[src/sv/fpbe_pkg.sv]
`default_nettype none

package fpbe_pkg;

  // field widths
  localparam int unsigned ByteW   = 8;
  localparam int unsigned StatusW = 2;
  localparam int unsigned SizeW   = 24;

  // default width of the length fields
  localparam int unsigned LengthBitsDefault = 32;

  // outcome codes
  localparam logic [StatusW-1:0] StatusOk        = 2'd0;
  localparam logic [StatusW-1:0] StatusBadSig    = 2'd1;
  localparam logic [StatusW-1:0] StatusNoPicture = 2'd2;
  localparam logic [StatusW-1:0] StatusTruncated = 2'd3;

  // one result transaction
  typedef struct packed {
    logic [ByteW-1:0]   out_byte;
    logic               out_valid;
    logic               picture_last;
    logic               done_res;
    logic [StatusW-1:0] status;
  } res_t;

endpackage

`default_nettype wire

[src/sv/flac_picture_block_extractor.sv]
// Streams a file in one byte per transaction, checks the fLaC signature,
// walks the metadata block headers and emits the payload bytes of the
// first usable picture block, flagging the last one, followed by a single
// outcome (ok, bad signature, no picture, truncated). The block takes one
// byte every cycle; the byte's result lands in an output register when the
// byte is accepted, and the input stalls only while that register holds a
// result that the downstream side is stalling. Asserting end_of_file on the
// final byte reports the outcome if still open and rearms the parser for
// the next file.

`default_nettype none

module flac_picture_block_extractor #(
  parameter int unsigned LengthBits = fpbe_pkg::LengthBitsDefault
) (
  input  wire logic                         clk_i,
  input  wire logic                         rst_ni,
  // input channel
  input  wire logic                         in_valid_i,
  output logic                              in_stall_o,
  input  wire logic [fpbe_pkg::ByteW-1:0]   data_byte_i,
  input  wire logic                         end_of_file_i,
  // result channel
  output logic                              res_valid_o,
  input  wire logic                         res_stall_i,
  output logic [fpbe_pkg::ByteW-1:0]        out_byte_o,
  output logic                              out_valid_o,
  output logic                              picture_last_o,
  output logic                              done_res_o,
  output logic [fpbe_pkg::StatusW-1:0]      status_o
);

  logic           in_accept;
  logic           res_valid;
  fpbe_pkg::res_t res;
  logic           valid_q;
  fpbe_pkg::res_t res_q;

  // input taken whenever the result register is free or draining
  assign in_stall_o = valid_q & res_stall_i;
  assign in_accept  = in_valid_i & ~in_stall_o;

  fpbe_parser #(
    .LengthBits (LengthBits)
  ) u_parser (
    .clk_i         (clk_i),
    .rst_ni        (rst_ni),
    .take_i        (in_accept),
    .data_byte_i   (data_byte_i),
    .end_of_file_i (end_of_file_i),
    .res_o         (res),
    .res_valid_o   (res_valid)
  );

  // result register valid
  always_ff @(posedge clk_i or negedge rst_ni) begin
    if (!rst_ni) begin
      valid_q <= 1'b0;
    end else if (in_accept) begin
      valid_q <= res_valid;
    end else if (!res_stall_i) begin
      valid_q <= 1'b0;
    end
  end

  // result register payload
  always_ff @(posedge clk_i) begin
    if (in_accept && res_valid) begin
      res_q <= res;
    end
  end

  assign res_valid_o    = valid_q;
  assign out_byte_o     = res_q.out_byte;
  assign out_valid_o    = res_q.out_valid;
  assign picture_last_o = res_q.picture_last;
  assign done_res_o     = res_q.done_res;
  assign status_o       = res_q.status;

endmodule

`default_nettype wire

[src/sv/fpbe_parser.sv]
`default_nettype none

module fpbe_parser #(
  parameter int unsigned LengthBits = fpbe_pkg::LengthBitsDefault
) (
  input  wire logic                       clk_i,
  input  wire logic                       rst_ni,
  input  wire logic                       take_i,
  input  wire logic [fpbe_pkg::ByteW-1:0] data_byte_i,
  input  wire logic                       end_of_file_i,
  output fpbe_pkg::res_t                  res_o,
  output logic                            res_valid_o
);

  // parse phases
  localparam logic [3:0] PhSig     = 4'd0;
  localparam logic [3:0] PhHdr     = 4'd1;
  localparam logic [3:0] PhSkipBlk = 4'd2;
  localparam logic [3:0] PhPtype   = 4'd3;
  localparam logic [3:0] PhMimeLen = 4'd4;
  localparam logic [3:0] PhMime    = 4'd5;
  localparam logic [3:0] PhDescLen = 4'd6;
  localparam logic [3:0] PhDesc    = 4'd7;
  localparam logic [3:0] PhDims    = 4'd8;
  localparam logic [3:0] PhPicLen  = 4'd9;
  localparam logic [3:0] PhPayload = 4'd10;
  localparam logic [3:0] PhWait    = 4'd11;

  localparam logic [31:0] SigWord = 32'h664C6143;
  localparam logic [6:0]  PictureType = 7'd6;
  localparam logic [fpbe_pkg::SizeW-1:0] MinPicture = 24'd32;
  localparam logic [fpbe_pkg::SizeW-1:0] DimsBytes  = 24'd16;
  localparam logic [fpbe_pkg::SizeW-1:0] LenBytes   = 24'd4;
  localparam logic [fpbe_pkg::SizeW-1:0] TailBytes  = 24'd20;

  logic [3:0]                   phase_q, phase_d;
  logic [1:0]                   idx_q, idx_d;
  logic [31:0]                  acc_q, acc_d;
  logic [fpbe_pkg::SizeW-1:0]   blk_q, blk_d;
  logic [fpbe_pkg::SizeW-1:0]   skip_q, skip_d;
  logic                         fin_q, fin_d;
  logic [fpbe_pkg::ByteW-1:0]   htype_q, htype_d;

  logic [31:0]                  acc_sh;
  logic                         four;
  logic [1:0]                   idx_inc;
  logic [fpbe_pkg::SizeW-1:0]   blk_dec;
  logic [fpbe_pkg::SizeW-1:0]   skip_dec;
  logic [fpbe_pkg::SizeW-1:0]   hdr_size;
  logic [LengthBits-1:0]        len;
  logic [LengthBits-1:0]        blk_ext;
  logic                         go_rest, go_desclen, go_dims, end_blk;
  logic                         done;
  logic [fpbe_pkg::StatusW-1:0] status;
  logic                         pay_valid, pay_last;

  // shared datapath pieces
  assign acc_sh   = {acc_q[23:0], data_byte_i};
  assign four     = (idx_q == 2'd3);
  assign idx_inc  = four ? 2'd0 : idx_q + 2'd1;
  assign blk_dec  = blk_q - 24'd1;
  assign skip_dec = skip_q - 24'd1;
  assign hdr_size = acc_sh[fpbe_pkg::SizeW-1:0];
  assign len      = acc_sh[LengthBits-1:0];
  assign blk_ext  = LengthBits'(blk_dec);

  // next state and result for one byte
  always_comb begin
    phase_d    = phase_q;
    idx_d      = idx_q;
    acc_d      = acc_q;
    blk_d      = blk_q;
    skip_d     = skip_q;
    fin_d      = fin_q;
    htype_d    = htype_q;
    go_rest    = 1'b0;
    go_desclen = 1'b0;
    go_dims    = 1'b0;
    end_blk    = 1'b0;
    done       = 1'b0;
    status     = fpbe_pkg::StatusOk;
    pay_valid  = 1'b0;
    pay_last   = 1'b0;

    case (phase_q)
      PhSig: begin
        acc_d = acc_sh;
        idx_d = idx_inc;
        if (four) begin
          if (acc_sh == SigWord) begin
            phase_d = PhHdr;
            idx_d   = 2'd0;
            acc_d   = '0;
          end else begin
            done    = 1'b1;
            status  = fpbe_pkg::StatusBadSig;
            phase_d = PhWait;
          end
        end
      end
      PhHdr: begin
        if (idx_q == 2'd0) begin
          htype_d = data_byte_i;
        end
        acc_d = acc_sh;
        idx_d = idx_inc;
        if (four) begin
          blk_d = hdr_size;
          fin_d = htype_q[7];
          if (htype_q[6:0] == PictureType && hdr_size >= MinPicture) begin
            phase_d = PhPtype;
            skip_d  = LenBytes;
          end else begin
            go_rest = 1'b1;
          end
        end
      end
      PhSkipBlk: begin
        blk_d = blk_dec;
        if (blk_dec == '0) begin
          end_blk = 1'b1;
        end
      end
      PhPtype: begin
        blk_d  = blk_dec;
        skip_d = skip_dec;
        if (skip_dec == '0) begin
          phase_d = PhMimeLen;
          idx_d   = 2'd0;
          acc_d   = '0;
        end
      end
      PhMimeLen, PhDescLen: begin
        blk_d = blk_dec;
        acc_d = acc_sh;
        idx_d = idx_inc;
        if (four) begin
          if (len > blk_ext) begin
            go_rest = 1'b1;
          end else if (len == '0) begin
            if (phase_q == PhMimeLen) begin
              go_desclen = 1'b1;
            end else begin
              go_dims = 1'b1;
            end
          end else begin
            phase_d = (phase_q == PhMimeLen) ? PhMime : PhDesc;
            skip_d  = len[fpbe_pkg::SizeW-1:0];
          end
        end
      end
      PhMime: begin
        blk_d  = blk_dec;
        skip_d = skip_dec;
        if (skip_dec == '0) begin
          go_desclen = 1'b1;
        end
      end
      PhDesc: begin
        blk_d  = blk_dec;
        skip_d = skip_dec;
        if (skip_dec == '0) begin
          go_dims = 1'b1;
        end
      end
      PhDims: begin
        blk_d  = blk_dec;
        skip_d = skip_dec;
        if (skip_dec == '0) begin
          phase_d = PhPicLen;
          idx_d   = 2'd0;
          acc_d   = '0;
        end
      end
      PhPicLen: begin
        blk_d = blk_dec;
        acc_d = acc_sh;
        idx_d = idx_inc;
        if (four) begin
          // payload count is cut at the end of the block
          if (len < blk_ext) begin
            skip_d = len[fpbe_pkg::SizeW-1:0];
          end else begin
            skip_d = blk_dec;
          end
          if (skip_d == '0) begin
            done    = 1'b1;
            status  = fpbe_pkg::StatusOk;
            phase_d = PhWait;
          end else begin
            phase_d = PhPayload;
          end
        end
      end
      PhPayload: begin
        blk_d     = blk_dec;
        skip_d    = skip_dec;
        pay_valid = 1'b1;
        if (skip_dec == '0) begin
          pay_last = 1'b1;
          done     = 1'b1;
          status   = fpbe_pkg::StatusOk;
          phase_d  = PhWait;
        end
      end
      default: begin
      end
    endcase

    // description length needs four bytes left in the block
    if (go_desclen) begin
      if (blk_d < LenBytes) begin
        go_rest = 1'b1;
      end else begin
        phase_d = PhDescLen;
        idx_d   = 2'd0;
        acc_d   = '0;
      end
    end

    // dimensions plus picture length need twenty bytes
    if (go_dims) begin
      if (blk_d < TailBytes) begin
        go_rest = 1'b1;
      end else begin
        phase_d = PhDims;
        skip_d  = DimsBytes;
      end
    end

    // skip what is left of the block
    if (go_rest) begin
      if (blk_d == '0) begin
        end_blk = 1'b1;
      end else begin
        phase_d = PhSkipBlk;
      end
    end

    // block finished: next header or no picture at all
    if (end_blk) begin
      if (fin_d) begin
        done    = 1'b1;
        status  = fpbe_pkg::StatusNoPicture;
        phase_d = PhWait;
      end else begin
        phase_d = PhHdr;
        idx_d   = 2'd0;
        acc_d   = '0;
      end
    end

    // end of file reports where it stopped and rearms the parser
    if (end_of_file_i) begin
      if (!done && phase_d < PhWait) begin
        done = 1'b1;
        if (phase_d == PhSig) begin
          status = fpbe_pkg::StatusBadSig;
        end else if (phase_d == PhHdr) begin
          status = fpbe_pkg::StatusNoPicture;
        end else begin
          status = fpbe_pkg::StatusTruncated;
        end
      end
      phase_d = PhSig;
      idx_d   = '0;
      acc_d   = '0;
      blk_d   = '0;
      skip_d  = '0;
      fin_d   = 1'b0;
      htype_d = '0;
    end
  end

  // result of this byte
  assign res_valid_o        = pay_valid | done;
  assign res_o.out_byte     = pay_valid ? data_byte_i : '0;
  assign res_o.out_valid    = pay_valid;
  assign res_o.picture_last = pay_last;
  assign res_o.done_res     = done;
  assign res_o.status       = status;

  // parser state, advanced once per accepted byte
  always_ff @(posedge clk_i or negedge rst_ni) begin
    if (!rst_ni) begin
      phase_q <= PhSig;
      idx_q   <= '0;
      acc_q   <= '0;
      blk_q   <= '0;
      skip_q  <= '0;
      fin_q   <= 1'b0;
      htype_q <= '0;
    end else if (take_i) begin
      phase_q <= phase_d;
      idx_q   <= idx_d;
      acc_q   <= acc_d;
      blk_q   <= blk_d;
      skip_q  <= skip_d;
      fin_q   <= fin_d;
      htype_q <= htype_d;
    end
  end

endmodule

`default_nettype wire
[config.mk]
export PLATFORM = sky130hd
export DESIGN_NAME = flac_picture_block_extractor
export DESIGN_NICKNAME = d
export VERILOG_FILES = /design/src/sv/fpbe_pkg.sv /design/src/sv/flac_picture_block_extractor.sv /design/src/sv/fpbe_parser.sv
export SDC_FILE = /design/constraint.sdc
export NUM_CORES = 1
export LEC_CHECK = 0
export BUFFER_PORTS_ARGS = -buffer_cell sky130_fd_sc_hd__buf_2
export CAP_MARGIN = 10
export CORE_MARGIN = 1.5
export CORE_UTILIZATION = 30
export CTS_CLUSTER_SIZE = 14
export DETAILED_ROUTE_END_ITERATION = 6
export PLACE_DENSITY_LB_ADDON = 0.3
export SLEW_MARGIN = 20
export SYNTH_ARGS = -nofsm -noshare
export SYNTH_HDL_FRONTEND = slang
export SYNTH_SLANG_ARGS = --single-unit
[constraint.sdc]
create_clock -name clk_i -period 13.5 [get_ports clk_i]
set_clock_uncertainty 0.2 [all_clocks]
set_input_delay 1.35 -clock clk_i [delete_from_list [all_inputs] [get_ports clk_i]]
set_output_delay 1.35 -clock clk_i [all_outputs]
set_load 0.02 [all_outputs]
==> impl_metrics.env <==
export IMPL_hold_viol=0
export IMPL_numCtsBuffers=9
export IMPL_antennaDiodeCount=0
export IMPL_cts_sinks=101
export IMPL_num_rows=61
export IMPL_synth_seq_cells=101
export IMPL_synthTopCellsByCount="120 x o21ai_0, 107 x nand2_1, 90 x nor2_1, 88 x dfrtp_1, 82 x a21oi_1"
export IMPL_die_h_um=171
export IMPL_die_area_sq_um=29300
export IMPL_grt_pass1_vias=7916
export IMPL_rsz0062_at_grt="no"
export IMPL_layout_nets=1095
export IMPL_synth_edf_count=13
export IMPL_max_clock_freq_ghz=0.161
export IMPL_hold_class="flop to flop"
export IMPL_post_cts_buffers=0
export IMPL_syn_num_nets=1119
export IMPL_cts_root_buf="clkbuf_16"
export IMPL_yosys_cell_count_top_type="o21ai_0"
export IMPL_finalSetupTns_ps=0
export IMPL_rr_endpoint="u_parser.acc_q[6]"
export IMPL_ys_top_cells_by_area="dfrtp_1 26%, o21ai_0 7.1%, a21oi_1 4.8%"
export IMPL_place_ws_ps=7380
export IMPL_drv_cap=0
export IMPL_drtIter0Drc=1098
export IMPL_async_reset_ff_frac=0.871
export IMPL_whs_path_depth=2
export IMPL_start_kind="flop"
export IMPL_routed_via_count=8547
export IMPL_worstPathMaxFanout=24
export IMPL_wl_per_cell_um=22.2
export IMPL_tightest_slew_ps=1010
export IMPL_crit_required_ps=13600
export IMPL_synth_largest_area_cell="dfrtp_1"
export IMPL_critPathKind="flop to flop"
export IMPL_reg2reg_depth=19
export IMPL_cts_max_level=3
export IMPL_report_final_slew_viol_count=0
export IMPL_via_per_inst=5.95
export IMPL_setup_violations=0
export IMPL_antenna_found_initial=1
export IMPL_yosys_warnings=0
export IMPL_yosysSeqAreaShare=0.305
export IMPL_cp_arrival_ps=6300
export IMPL_synth_top_area_frac=0.259
export IMPL_drive_above_1_share=0.102
export IMPL_numPortBuffers=27
export IMPL_outcome="complete, no violations"
export IMPL_avgSynthCellArea_sq_um=7.89
export IMPL_r2r_start="u_parser.blk_q[0]"
export IMPL_r2r_setup_slack_ps=7310
export IMPL_hold_start="u_parser.fin_q"
export IMPL_netlist_area_sq_um=8500
export IMPL_die_x_um=171
export IMPL_area_growth_pct=8.98
export IMPL_ant_nets=0
export IMPL_hold_worst_slack_ps=285
export IMPL_synthFlopType="dfrtp_1"
export IMPL_place_gp_congestion=0.985
export IMPL_dp_hpwl_um=22700
export IMPL_grt_use_total=0.222
export IMPL_coreArea_sq_um=27900
export IMPL_clk_latency_ps=370
export IMPL_netlist_cell_type_count=82
export IMPL_cts_tree="built"
export IMPL_min_to="u_parser.fin_q"
export IMPL_clockBufferDepth=2
export IMPL_grt_overflow=0
export IMPL_grt_pass1_wl_um=49200
export IMPL_max_slew_margin=0.329
export IMPL_endpoint_kind="flop"
export IMPL_fin_crit_ps=6190
export IMPL_hold_buffers=0
export IMPL_wirelength_um=31900
export IMPL_initial_core_util=0.305
export IMPL_post_route_period_util=0.459
export IMPL_synth_cells=1077
export IMPL_setup_ws_ps=7310
export IMPL_drc=0
export IMPL_grt_max_degree=60
export IMPL_path_clk_slew_ps=80
export IMPL_io_pins=28
export IMPL_first_pass_iters=5
export IMPL_cts_resized=0
logic make-up (layout without fill, tap and decap cells):
group | Yosys count | in the layout | share of synthesized area
buffers and inverters | 109 | 90 | 0.0542
and+or+nand+nor | 409 | 409 | 0.254
DFF | 101 | 101 | 0.305
xor gates and xnor gates | 28 | 28 | 0.0289
adders and majority gates | 29 | 29 | 0.0427
muxes | 24 | 24 | 0.0299
AOI/OAI and AO/OA | 377 | 377 | 0.286
through the flow:
stage | util | std cells | cell area [sq um]
after floorplan | - | 1077 | 8500
after global placement | 0.321 | 1420 | 8930
after detailed placement | 0.321 | 1420 | 8930
after CTS | 0.332 | 1436 | 9260
after global routing | 0.332 | 1436 | 9260
final | 0.332 | 1436 | 9260
layout make-up:
type,instances,area (sq um)
multi-input cells,867,5460
flip-flops and latches,101,2590
clock buffers,9,225
inverters,22,82.6
well taps,378,473
fillers,2954,18600
repair buffers,52,325
clock inverters,7,105
worst max-delay path by stage:
| stage | start | to | slack [ps] | depth (start not counted) |
|---|---|---|---|---|
| floorplan | u_parser.blk_q[15] | done_res_o | 7780 | 19 |
| global placement | u_parser.blk_q[0] | u_parser.acc_q[9] | 7400 | 19 |
| detailed placement | u_parser.blk_q[0] | u_parser.acc_q[19] | 7380 | 19 |
| CTS | u_parser.blk_q[0] | u_parser.acc_q[18] | 7360 | 19 |
| global route | u_parser.blk_q[0] | u_parser.acc_q[3] | 6850 | 19 |
| finish | u_parser.blk_q[0] | u_parser.acc_q[6] | 7310 | 19 |
flip-flops by register name, summed over array words and instances (netlist names):
signal / cells
done_res_o: 1
out_byte_o: 8
out_valid_o: 1
picture_last_o: 1
res_valid_o: 1
status_o: 2
u_parser.acc_q: 24
u_parser.blk_q: 24
u_parser.fin_q: 1
u_parser.htype_q: 8
u_parser.idx_q: 2
u_parser.phase_q: 4
u_parser.skip_q: 24
layout by cell type (no fill, tap or decap), drive strengths merged, types with 24 or more instances in the layout:
cell type  instances
nor2              90
a211oi            24
nand3             27
a21oi             82
dfrtp             88
o21ai            124
nand2            108
buf               52
nor4              32
a22o              32
ha                29
nor3              39
inv               25
routing by layer:
metal / global-route usage / part of all wire
met1: 0.316 / 0.45
met2: 0.328 / 0.43
met3: 0.0336 / 0.073
met4: 0.101 / 0.042
met5: 0 / 0
critical path: stages (launching register included):
cell	delay, ps
dfrtp_1	490
inv_1	160
ha_1	240
or3b_2	540
nor4_2	410
xnor2_1	190
ha_1	330
nand3_1	100
or4_1	600
a21oi_1	230
nor4b_1	100
o31ai_1	250
buf_4	230
and2_1	190
o21a_1	160
o21ai_1	90
a211oi_1	330
o211a_1	230
and2_1	800
a22o_1	240
Power is left out: the tool's default activity adds up to more than one toggle a clock period on the data nets, which glitch-free logic cannot reach.
